==> config.mk <==
export PLATFORM = sky130hd
export DESIGN_NAME = pid_with_integral_band_clamp_core
export DESIGN_NICKNAME = d
export VERILOG_FILES = /design/src/pid_ibc_pkg.sv /design/src/pid_ibc_ctrl.sv /design/src/pid_ibc_dpath.sv /design/src/pid_with_integral_band_clamp_core.sv
export SDC_FILE = /design/constraint.sdc
export NUM_CORES = 2
export LEC_CHECK = 0
export ABC_AREA = 1
export BUFFER_PORTS_ARGS = -buffer_cell sky130_fd_sc_hd__buf_2
export CAP_MARGIN = 20
export CORE_AREA = 2 2 280 420
export CTS_BUF_LIST = sky130_fd_sc_hd__clkbuf_8 sky130_fd_sc_hd__clkbuf_16
export DETAILED_ROUTE_END_ITERATION = 7
export DIE_AREA = 0 0 282 422
export PLACE_DENSITY = 0.7
export SLEW_MARGIN = 20
export SYNTH_ARGS = -nofsm -noshare
export SYNTH_HDL_FRONTEND = slang
export SYNTH_SLANG_ARGS = --single-unit
==> constraint.sdc <==
create_clock -name clock -period 12.7 [get_ports clock]
set_input_delay 2.54 -clock clock [delete_from_list [all_inputs] [get_ports clock]]
set_output_delay 2.54 -clock clock [all_outputs]
set_load 0.01 [all_outputs]
==> src/pid_ibc_pkg.sv <==
// Shared types and constants for the PID core with integral band clear.
// No dependencies; imported by the controller, the datapath and the top level.
`timescale 1ns / 1ps

package pid_ibc_pkg;

   localparam int ERR_W   = 24;
   localparam int DT_W    = 16;
   localparam int GAIN_W  = 32;
   localparam int BAND_W  = 23;
   localparam int INTEG_W = 32;
   localparam int DERIV_W = ERR_W + 1;
   localparam int DRIVE_W = 18;
   localparam int CSR_IDX_W  = 3;
   localparam int CSR_DATA_W = 32;
   localparam int MUL_W  = 33;
   localparam int ACC_W  = 64;

   localparam logic [BAND_W-1:0] BAND_LOW_RST  = 23'd655;
   localparam logic [BAND_W-1:0] BAND_HIGH_RST = 23'd65536;
   localparam logic signed [ACC_W-17:0] DRIVE_MAX = 48'sd65536;
   localparam logic signed [ACC_W-17:0] DRIVE_MIN = -48'sd65536;

   // register indexes
   localparam logic [CSR_IDX_W-1:0] CSR_GAIN_PROP  = 3'd0;
   localparam logic [CSR_IDX_W-1:0] CSR_GAIN_DERIV = 3'd1;
   localparam logic [CSR_IDX_W-1:0] CSR_GAIN_INTEG = 3'd2;
   localparam logic [CSR_IDX_W-1:0] CSR_BAND_LOW   = 3'd3;
   localparam logic [CSR_IDX_W-1:0] CSR_BAND_HIGH  = 3'd4;

   // shared multiplier operand pair
   typedef enum logic [1:0] {
      MUL_ERR_DT,
      MUL_ERR_PROP,
      MUL_DERIV,
      MUL_INTEG
   } mul_sel_type;

   typedef enum logic [1:0] {
      ACC_HOLD,
      ACC_LOAD,
      ACC_ADD
   } acc_op_type;

   typedef struct packed {
      logic        load;
      mul_sel_type mul_sel;
      logic        upd_state;
      acc_op_type  acc_op;
      logic        out_load;
   } cmd_type;

   typedef struct packed {
      logic out_busy;
   } status_type;

endpackage

==> src/pid_ibc_ctrl.sv <==
// Sequencer for the PID core: walks one transaction through the shared multiplier.
// Depends on pid_ibc_pkg for the command and status structs.
`timescale 1ns / 1ps

module pid_ibc_ctrl (
   input  logic                    clock,
   input  logic                    reset,
   input  logic                    req_valid,
   output logic                    req_ready,
   input  pid_ibc_pkg::status_type status,
   output pid_ibc_pkg::cmd_type    cmd
);
   import pid_ibc_pkg::*;

   typedef enum logic [2:0] {
      ST_IDLE,
      ST_MUL_DT,
      ST_UPD_I,
      ST_MUL_D,
      ST_MUL_I,
      ST_SUM,
      ST_FINISH
   } state_type;

   state_type state_ff, state_in;

   // decode commands from the current state
   always_comb begin
      cmd       = '0;
      cmd.mul_sel = MUL_ERR_DT;
      cmd.acc_op  = ACC_HOLD;
      state_in  = state_ff;
      unique case (state_ff)
         ST_IDLE: begin
            cmd.load = req_valid;
            if (req_valid) state_in = ST_MUL_DT;
         end
         ST_MUL_DT: begin
            cmd.mul_sel = MUL_ERR_DT;
            state_in    = ST_UPD_I;
         end
         ST_UPD_I: begin
            cmd.upd_state = 1'b1;
            cmd.mul_sel   = MUL_ERR_PROP;
            state_in      = ST_MUL_D;
         end
         ST_MUL_D: begin
            cmd.acc_op  = ACC_LOAD;
            cmd.mul_sel = MUL_DERIV;
            state_in    = ST_MUL_I;
         end
         ST_MUL_I: begin
            cmd.acc_op  = ACC_ADD;
            cmd.mul_sel = MUL_INTEG;
            state_in    = ST_SUM;
         end
         ST_SUM: begin
            cmd.acc_op = ACC_ADD;
            state_in   = ST_FINISH;
         end
         ST_FINISH: begin
            // wait for the output register to free up
            if (!status.out_busy) begin
               cmd.out_load = 1'b1;
               state_in     = ST_IDLE;
            end
         end
         default: state_in = ST_IDLE;
      endcase
   end

   assign req_ready = (state_ff == ST_IDLE);

   // hold state
   always_ff @(posedge clock) begin
      if (reset) begin
         state_ff <= ST_IDLE;
      end else begin
         state_ff <= state_in;
      end
   end

   // a result is only written into a free output register
   a_out_free: assert property (@(posedge clock) disable iff (reset)
      cmd.out_load |-> !status.out_busy)
      else $error("result loaded over a pending transaction");

   // every accepted transaction reaches the integral update by way of ST_MUL_DT
   a_load_upd: assert property (@(posedge clock) disable iff (reset)
      cmd.load |-> ##2 cmd.upd_state)
      else $error("integral update missed after accept");

   // accumulator is loaded before it is added to
   a_acc_order: assert property (@(posedge clock) disable iff (reset)
      (cmd.acc_op == ACC_LOAD) |=> (cmd.acc_op == ACC_ADD))
      else $error("accumulator sequence broken");

endmodule

==> src/pid_ibc_dpath.sv <==
// Datapath for the PID core: config registers, loop state, shared multiplier,
// 64 bit accumulator and output register. Depends on pid_ibc_pkg.
`timescale 1ns / 1ps

module pid_ibc_dpath (
   input  logic                                    clock,
   input  logic                                    reset,
   input  logic                                    csr_wr_en,
   input  logic [pid_ibc_pkg::CSR_IDX_W-1:0]       csr_index,
   input  logic [pid_ibc_pkg::CSR_DATA_W-1:0]      csr_wdata,
   input  logic signed [pid_ibc_pkg::ERR_W-1:0]    req_error_sample,
   input  logic [pid_ibc_pkg::DT_W-1:0]            req_time_step,
   output logic signed [pid_ibc_pkg::DRIVE_W-1:0]  rsp_drive,
   output logic                                    rsp_valid,
   input  logic                                    rsp_ready,
   input  pid_ibc_pkg::cmd_type                    cmd,
   output pid_ibc_pkg::status_type                 status
);
   import pid_ibc_pkg::*;

   logic signed [GAIN_W-1:0]  gain_prop_ff, gain_deriv_ff, gain_integ_ff;
   logic [BAND_W-1:0]         band_low_ff, band_high_ff;
   logic                      started_ff;
   logic signed [ERR_W-1:0]   last_error_ff;
   logic signed [INTEG_W-1:0] integ_ff, integ_in;
   logic signed [ERR_W-1:0]   err_ff;
   logic [DT_W-1:0]           dt_ff;
   logic signed [DERIV_W-1:0] deriv_ff, deriv_in;
   logic signed [MUL_W-1:0]   op_a, op_b;
   logic signed [2*MUL_W-1:0] prod_full;
   logic signed [ACC_W-1:0]   prod_ff, acc_ff, acc_in;
   logic signed [ACC_W-17:0]  scaled, clamped;
   logic signed [DRIVE_W-1:0] drive_ff;
   logic                      valid_ff;
   logic [ERR_W-1:0]          mag;
   logic                      band_clear;
   logic signed [INTEG_W+1:0] integ_sum;
   logic signed [ACC_W-13:0]  inc;

   // write configuration registers; unknown indexes drop
   always_ff @(posedge clock) begin
      if (reset) begin
         gain_prop_ff  <= '0;
         gain_deriv_ff <= '0;
         gain_integ_ff <= '0;
         band_low_ff   <= BAND_LOW_RST;
         band_high_ff  <= BAND_HIGH_RST;
      end else if (csr_wr_en) begin
         unique case (csr_index)
            CSR_GAIN_PROP:  gain_prop_ff  <= csr_wdata;
            CSR_GAIN_DERIV: gain_deriv_ff <= csr_wdata;
            CSR_GAIN_INTEG: gain_integ_ff <= csr_wdata;
            CSR_BAND_LOW:   band_low_ff   <= csr_wdata[BAND_W-1:0];
            CSR_BAND_HIGH:  band_high_ff  <= csr_wdata[BAND_W-1:0];
            default: ;
         endcase
      end
   end

   // capture the input transaction
   always_ff @(posedge clock) begin
      if (cmd.load) begin
         err_ff <= req_error_sample;
         dt_ff  <= req_time_step;
      end
   end

   // band check and saturating integral step
   always_comb begin
      mag        = err_ff[ERR_W-1] ? ERR_W'(-err_ff) : ERR_W'(err_ff);
      band_clear = (mag < {1'b0, band_low_ff}) || (mag > {1'b0, band_high_ff});
      inc        = prod_ff[ACC_W-1:12];
      integ_sum  = (INTEG_W+2)'(integ_ff) + (INTEG_W+2)'($signed(inc[INTEG_W-1:0]));
      if (!started_ff || band_clear) begin
         integ_in = '0;
      end else if (integ_sum > (INTEG_W+2)'(34'sh0_7FFF_FFFF)) begin
         integ_in = {1'b0, {(INTEG_W-1){1'b1}}};
      end else if (integ_sum < -(INTEG_W+2)'(34'sh0_8000_0000)) begin
         integ_in = {1'b1, {(INTEG_W-1){1'b0}}};
      end else begin
         integ_in = integ_sum[INTEG_W-1:0];
      end
      deriv_in = started_ff ? (DERIV_W'(err_ff) - DERIV_W'(last_error_ff)) : '0;
   end

   // advance loop state once per transaction
   always_ff @(posedge clock) begin
      if (reset) begin
         started_ff    <= 1'b0;
         last_error_ff <= '0;
         integ_ff      <= '0;
      end else if (cmd.upd_state) begin
         started_ff    <= 1'b1;
         last_error_ff <= err_ff;
         integ_ff      <= integ_in;
      end
   end

   always_ff @(posedge clock) begin
      if (cmd.upd_state) deriv_ff <= deriv_in;
   end

   // select operands for the shared multiplier
   always_comb begin
      case (cmd.mul_sel)
         MUL_ERR_DT: begin
            op_a = MUL_W'(err_ff);
            op_b = $signed({{(MUL_W-DT_W){1'b0}}, dt_ff});
         end
         MUL_ERR_PROP: begin
            op_a = MUL_W'(err_ff);
            op_b = MUL_W'(gain_prop_ff);
         end
         MUL_DERIV: begin
            op_a = MUL_W'(deriv_ff);
            op_b = MUL_W'(gain_deriv_ff);
         end
         default: begin
            op_a = MUL_W'(integ_ff);
            op_b = MUL_W'(gain_integ_ff);
         end
      endcase
      prod_full = op_a * op_b;
   end

   always_ff @(posedge clock) begin
      prod_ff <= prod_full[ACC_W-1:0];
      acc_ff  <= acc_in;
   end

   // accumulate the three gain products
   always_comb begin
      case (cmd.acc_op)
         ACC_LOAD: acc_in = prod_ff;
         ACC_ADD:  acc_in = acc_ff + prod_ff;
         default:  acc_in = acc_ff;
      endcase
      scaled = acc_ff[ACC_W-1:16];
      if (scaled > DRIVE_MAX)      clamped = DRIVE_MAX;
      else if (scaled < DRIVE_MIN) clamped = DRIVE_MIN;
      else                         clamped = scaled;
   end

   // output register: load a negated drive, drop it once taken
   always_ff @(posedge clock) begin
      if (reset) begin
         valid_ff <= 1'b0;
      end else if (cmd.out_load) begin
         valid_ff <= 1'b1;
      end else if (rsp_ready) begin
         valid_ff <= 1'b0;
      end
   end

   always_ff @(posedge clock) begin
      if (cmd.out_load) drive_ff <= DRIVE_W'(-clamped);
   end

   assign rsp_drive       = drive_ff;
   assign rsp_valid       = valid_ff;
   assign status.out_busy = valid_ff && !rsp_ready;

   // the drive never leaves plus or minus one
   a_drive_range: assert property (@(posedge clock) disable iff (reset)
      rsp_valid |-> (rsp_drive <= 18'sd65536 && rsp_drive >= -18'sd65536))
      else $error("drive out of range");

   // a loaded result shows up on the next cycle
   a_out_valid: assert property (@(posedge clock) disable iff (reset)
      cmd.out_load |=> rsp_valid)
      else $error("result not presented");

   // a cleared band leaves the integral at zero
   a_band_clear: assert property (@(posedge clock) disable iff (reset)
      (cmd.upd_state && band_clear) |=> (integ_ff == '0))
      else $error("integral not cleared outside band");

endmodule

==> src/pid_with_integral_band_clamp_core.sv <==
// PID controller core with integral band clear and output clamp.
//
// Channels: req_ carries one error sample (Q8.16) and time step (Q4.12) per
// transaction on valid/ready; rsp_ returns one drive value (Q2.16, negated and
// clamped to plus or minus one) per transaction on valid/ready. csr_ is a plain
// write port: gains at indexes 0..2, band low/high at 3 and 4; other indexes
// are ignored. Write it only while the core is idle.
// One transaction is in work at a time and the next is accepted on the cycle
// after its result is loaded. The schedule follows the single shared 33x33
// multiplier, used four times in order (error times step and the three gain
// products), plus the integral update and the final sum.
// The output register lets a new request be accepted while a result waits.
// If rsp_ready stays low, the next result waits in the datapath and req_ready
// stays low until the output register frees up.
// Reset (synchronous, active high) clears the gains, restores the band edges
// to 655 and 65536, zeroes the integral and last error, and marks the next
// sample as the first one (no derivative, no integral).
`timescale 1ns / 1ps

module pid_with_integral_band_clamp_core (
   input  logic                                    clock,
   input  logic                                    reset,
   input  logic                                    csr_wr_en,
   input  logic [pid_ibc_pkg::CSR_IDX_W-1:0]       csr_index,
   input  logic [pid_ibc_pkg::CSR_DATA_W-1:0]      csr_wdata,
   input  logic                                    req_valid,
   output logic                                    req_ready,
   input  logic signed [pid_ibc_pkg::ERR_W-1:0]    req_error_sample,
   input  logic [pid_ibc_pkg::DT_W-1:0]            req_time_step,
   output logic                                    rsp_valid,
   input  logic                                    rsp_ready,
   output logic signed [pid_ibc_pkg::DRIVE_W-1:0]  rsp_drive
);
   import pid_ibc_pkg::*;

   cmd_type    cmd;
   status_type status;

   pid_ibc_ctrl u_ctrl (
      .clock     (clock),
      .reset     (reset),
      .req_valid (req_valid),
      .req_ready (req_ready),
      .status    (status),
      .cmd       (cmd)
   );

   pid_ibc_dpath u_dpath (
      .clock            (clock),
      .reset            (reset),
      .csr_wr_en        (csr_wr_en),
      .csr_index        (csr_index),
      .csr_wdata        (csr_wdata),
      .req_error_sample (req_error_sample),
      .req_time_step    (req_time_step),
      .rsp_drive        (rsp_drive),
      .rsp_valid        (rsp_valid),
      .rsp_ready        (rsp_ready),
      .cmd              (cmd),
      .status           (status)
   );

endmodule
[Word level (Yosys, flattened, before mapping)]
Index checks and enable logic that the tools add are counted.
Storage, ports and cells
  bits in registers: 414
  output and inout port bits: 20
  word-level logic and storage cells: 82
Cells by class
  add/sub/neg operators: 5
  $mul: 1
  order comparisons: 6
  eq/ne operators: 16
  multiplexer cells: 20
  reduce and logical (&&, ||, !) cells: 18
Operators with widths (number)
  case mux 64 bit (2 select lines): 1
  case mux 33 bit (3 select lines): 1
  2-to-1 mux 32 bit: 3
  case mux 33 bit (2 select lines): 1
  adder 64 bit: 1
  multiplier 33 x 33 -> 64 bit: 1
  greater-than comparator 48 x 18 -> 1 bit (second input constant): 1
  less-than comparator 48 x 17 -> 1 bit (second input constant): 1
  2-to-1 mux 18 bit: 2
  greater-than comparator 34 x 32 -> 1 bit (second input constant): 1
  less-than comparator 34 x 32 -> 1 bit (second input constant): 1
  adder 32 x 32 -> 33 bit: 1
  subtractor 24 x 24 -> 25 bit: 1
  greater-than comparator 24 x 23 -> 1 bit: 1
  less-than comparator 24 x 23 -> 1 bit: 1
  2-to-1 mux 24 bit: 1
  negator 24 bit: 1
  case mux 3 bit (7 select lines): 1
  negator 18 bit: 1
  == test 3 x 2 -> 1 bit (second input constant): 4
  == test 3 bit (second input constant): 4
  AND reduction 2 bit: 6
  == test 3 x 1 -> 1 bit (second input constant): 2
  logical NOT 3 bit: 2
  other kinds (13): 26

[Longest topological paths before layout]
  word-level depth: 6
  depth in mapped cells: 40
  depth with buffers taken out: 38

[By module]
From an unflattened synthesis, not the netlist that was laid out.
Second synthesis, totals
  cells, all modules: 7633
  area total of the unflattened synthesis: 61738.0 sq um
Modules (own cells, without submodules)
  pid_ibc_dpath: times used 1, cells an instance 7599, area an instance 61540.3 sq um, sequential area each 9699.3 sq um
  pid_ibc_ctrl: times used 1, cells an instance 34, area an instance 197.7 sq um, sequential area each 60.1 sq um

[Worst setup path after synthesis]
No wires, ideal clock.
  kind: register to register
  from: register u_ctrl.state_ff[0]
  to: register u_dpath.prod_ff[57]
  library setup time: 0.119 ns
  arrival: 8.111 ns
  data required time: 12.581 ns
  setup slack: 4.470 ns
  cell stages (with the launch flop): 35
  period minus slack after synthesis: 8.230 ns
  cell sequence: dfxtp_1 -> nor2_2 -> nand2_4 -> nand2_2 -> nor2_2 -> buf_2 -> nand2_1 -> nand4_1 -> o21ai_1 -> clkbuf_1 -> nor2_1 -> fa_1 -> inv_1 -> fa_1 -> inv_1 -> fa_1 -> inv_1 -> fa_1 -> inv_1 -> fa_1 -> fa_1 -> fa_1 -> inv_1 -> fa_1 -> inv_1 -> ha_1 -> nand2_1 -> nor2_1 -> inv_1 -> nor3_1 -> nand3_1 -> nand3_1 -> a21o_1 -> a21oi_1 -> xnor2_1
Between the ends
  word-level cells in the longest chain between the ends: 6
  elaborated cells on any way between the ends: 11
  those cells by class: 1 x mul; 5 x eq/ne; 3 x mux; 2 x reduce/logical
RTL lines
  start: declaration: RTL line pid_ibc_ctrl.sv:25  | state_type state_ff, state_in;
  start signal: assignment: RTL line pid_ibc_ctrl.sv:79  | state_ff <= state_in;
  == test 3 bit / == test 3 x 2 -> 1 bit (equally long branches): RTL line pid_ibc_ctrl.sv:33  | unique case (state_ff)
  case mux 2 bit (3 select lines) *: RTL line pid_ibc_ctrl.sv:33
  == test 2 x 1 -> 1 bit / logical NOT 2 bit (equally long branches): RTL line pid_ibc_dpath.sv:105  | case (cmd.mul_sel)
  OR reduction 2 bit (no source line)
  case mux 33 bit (2 select lines): RTL line pid_ibc_dpath.sv:105
  multiplier 33 x 33 -> 64 bit *: RTL line pid_ibc_dpath.sv:123  | prod_full = op_a * op_b;
  via u_dpath.prod_full[57]: RTL line pid_ibc_dpath.sv:30  | logic signed [2*MUL_W-1:0] prod_full;
  end signal: assignment: RTL line pid_ibc_dpath.sv:127  | prod_ff <= prod_full[ACC_W-1:0];
  end: declaration: RTL line pid_ibc_dpath.sv:31  | logic signed [ACC_W-1:0] prod_ff, acc_ff, acc_in;
Mark *: on every way through the listed nets, which the timed path passes. The rest lies on a longest branch.
A chain may end at the register's enable or synchronous reset.

[Worst setup path in the final report]
  from: register u_ctrl.state_ff[0]
  to: register u_dpath.prod_ff[54]
The elaborated chain is that of the path after synthesis.

==> reports/summary.txt <==
Top-Level Pins: 100
Crit path DAT: 11.62 ns
Clock transition at path regs: 0.07 ns
Num CTS Buffers: 46
Most used cell, CP: fa_1
Total iterations of the first detailed-routing run: 8
Top cells by area, synth: fa_1 36%, inv_1 10%, dfxtp_1 8.6%
Relative max-transition margin: 17.1%
Clock Path Buffers: 3
Crit Path Category: reg2reg
Number of global-route vias before repair: 56,900
Status: finished, violations left
WL/cell: 24.4 microns
Vias: 53,000
Worst r2r path cells: 31
Reg2reg setup slack: 1.64 ns
Hold_buf cts: 0
CP Capture Type: flip-flop
Clk sinks: 414
Post-synth EDFFs: 147
Std-Cell Rows: 153
Core Util, Final: 56.7%
Crit-path max FO: 31
Total nets after synthesis: 9,244
H-tree levels: 2
Die area: 119,000 sq um
Fmax: 90.5 MHz
Max Slew Vio Count: 0
First-pass GRT wire length: 337,000 microns
DRT iter0 DRCs: 4,452
Die width: 282 microns
Via/cell ratio: 5.75
Final WL: 225,000 microns
Commonest non-fill, non-tap cell in the layout: inv_1
CP max stage delay: 0.91 ns
Chip height: 422 microns
Tmin final: 11.06 ns
Layout cell share with drive strength beyond 1: 4.99%
Antenna-violating nets left: 0
MaxCap Viol Count: 0
Area added between synthesis and finish: 5.82%
Final setup fails: 0
Global placement routability congestion: 1.05
HP Start: u_dpath.gain_prop_ff[28]$_SDFFE_PP0P_
Failing checks: design-rule violations
Reg2reg start: u_ctrl.state_ff[0]$_SDFFE_PP0P_
RSZ-0062 raised after global routing: false
Hold endpoint: u_dpath.gain_prop_ff[28]$_SDFFE_PP0P_
Worst Skew: 0.0302 ns
Ys async rst share: 0%
Crit share post-route: 87.1%
Port bufs: 99
Synth top area share: 35.9%
Worst path slowest cell: clkinv_1
CTS resizes: 0
Antenna violations before repair: 7
R2r endpoint: u_dpath.prod_ff[54]$_DFF_P_
Postcts setup bufs: 0
Sequential element share of the synthesized area: 15.8%
Mapped cell area: 61,800 sq um
Top_reg_cell synth: dfxtp_1
Initial Util: 53.6%
Layout Nets: 9,203
Syn_area_per_cell: 8.06 sq um
Worst Setup SP: u_ctrl.state_ff[0]$_SDFFE_PP0P_
Fin Setup TNS: 0 ns
Area leader, netlist: fa_1
CTS tree: yes
Worst slew pin tran: 1.24 ns
Synth cell types: 62
Core Area: 115,000 sq um
GRT overflow: 0
DR DRC count: 1
DP Wirelength: 177,000 microns
Crit path required time: 13.27 ns
Gr usage total: 38.9%
Most frequent cells in the layout: 1,726 x inv_1, 1,224 x nand2_1, 1,107 x fa_1, 1,012 x nor2_1, 409 x a21oi_1
Hold Path Depth: 2
CP Launch Type: flip-flop
YS warnings: 0
Number of synthesized register bits: 414
Largest net degree at the start of global routing: 97
Root Driver: clkbuf_16
Fin. Hold Viols: 0
Clock Latency Late Sink: 0.65 ns
Syn Inst Count: 7,676
Worst Hold Class: reg2reg
worst max path at each step:
stage	endpoint	slack (ns)	cells after the start
after floorplan	u_dpath.prod_ff[57]$_DFF_P_	4.47	34
after detailed placement	u_dpath.prod_ff[57]$_DFF_P_	2.02	30
after global placement	u_dpath.prod_ff[57]$_DFF_P_	2.30	30
after CTS	u_dpath.prod_ff[57]$_DFF_P_	1.96	30
after global routing	u_dpath.prod_ff[54]$_DFF_P_	1.26	31
final	u_dpath.prod_ff[54]$_DFF_P_	1.64	31
flip-flops by register name, summed over array words and instances (netlist names), 24 cells and up:
register	cells
u_dpath.acc_ff	64
u_dpath.prod_ff	64
u_dpath.gain_deriv_ff	32
u_dpath.gain_integ_ff	32
u_dpath.gain_prop_ff	32
u_dpath.integ_ff	32
u_dpath.deriv_ff	25
u_dpath.err_ff	24
u_dpath.last_error_ff	24
cells in the mapped netlist (all sizes together) (4+ instances only):
cell and count:
a211oi 9, a21boi 14, a21o 15, a21oi 422
a221oi 6, a22oi 13, a31oi 55, buf 74
clkbuf 201, clkinv 22, dfxtp 267, edfxtp 147
fa 1108, ha 380, inv 1741, nand2 1232
nand3 124, nand3b 7, nand4 77, nor2 1019
nor3 35, nor4 13, o2111ai 4, o211ai 13
o21a 21, o21ai 378, o21bai 19, o221ai 6
o22ai 26, or2 40, xnor2 67, xor2 106
cell families (layout without fill, tap and decap cells):
group	Yosys count	after routing	synth area share, %
compound gates	1011	1011	9.06
xor+xnor	173	173	2.46
fa+ha+maj	1488	1488	43.6
buf+inv	2038	2035	12.6
flops	414	414	15.8
other cells	0	4	0
simple gates	2552	2552	16.5
area by class of cell:
class                           instances  area, sq um
Timing Repair Buffer                  186         1160
Antenna cell                            4         10.0
Clock buffer                           54         1290
Sequential cell                       414         9760
Fill cell                           10700        50000
Tap cell                             1550         1940
Clock inverter                         32          302
Multi-Input combinational cell       5224        44400
Inverter                             1763         6620
worst max-delay path, delay by kind of cell (launching register included):
family | cells | cell delay, ns
adder cells (fa/ha/maj) | 9 | 4.49
buffers and inverters | 8 | 2.62
AND/OR/NAND/NOR | 9 | 1.92
AO/OA/AOI/OAI | 4 | 1.25
flip-flops | 1 | 0.47
XOR/XNOR | 1 | 0.16
per-stage QoR:
step	setup slack [ns]	instance area, sq um	hold WS [ns]	cells
4_1_cts	1.96	65400	0.456	9222
3_3_place_gp	2.30	63800	0.439	9136
2_1_floorplan	4.47	61800	0.423	7676
6_report	1.64	65400	0.456	9227
3_5_place_dp	2.02	63800	0.447	9136
5_1_grt	1.26	65400	0.474	9223
metal layers:
metal  up-vias  wire (microns)  part of all wire, %  track usage, %
met5         -             134                0.060               0
li1      23100               -                    -               -
met4        12           27900                   12            38.1
met3      1278           20200                  9.0            9.25
met1     25800           71100                   32            40.1
met2      2765          106000                   47            63.7
Power is left out: the tool's default activity adds up to more than one toggle a clock period on the data nets, which glitch-free logic cannot reach.
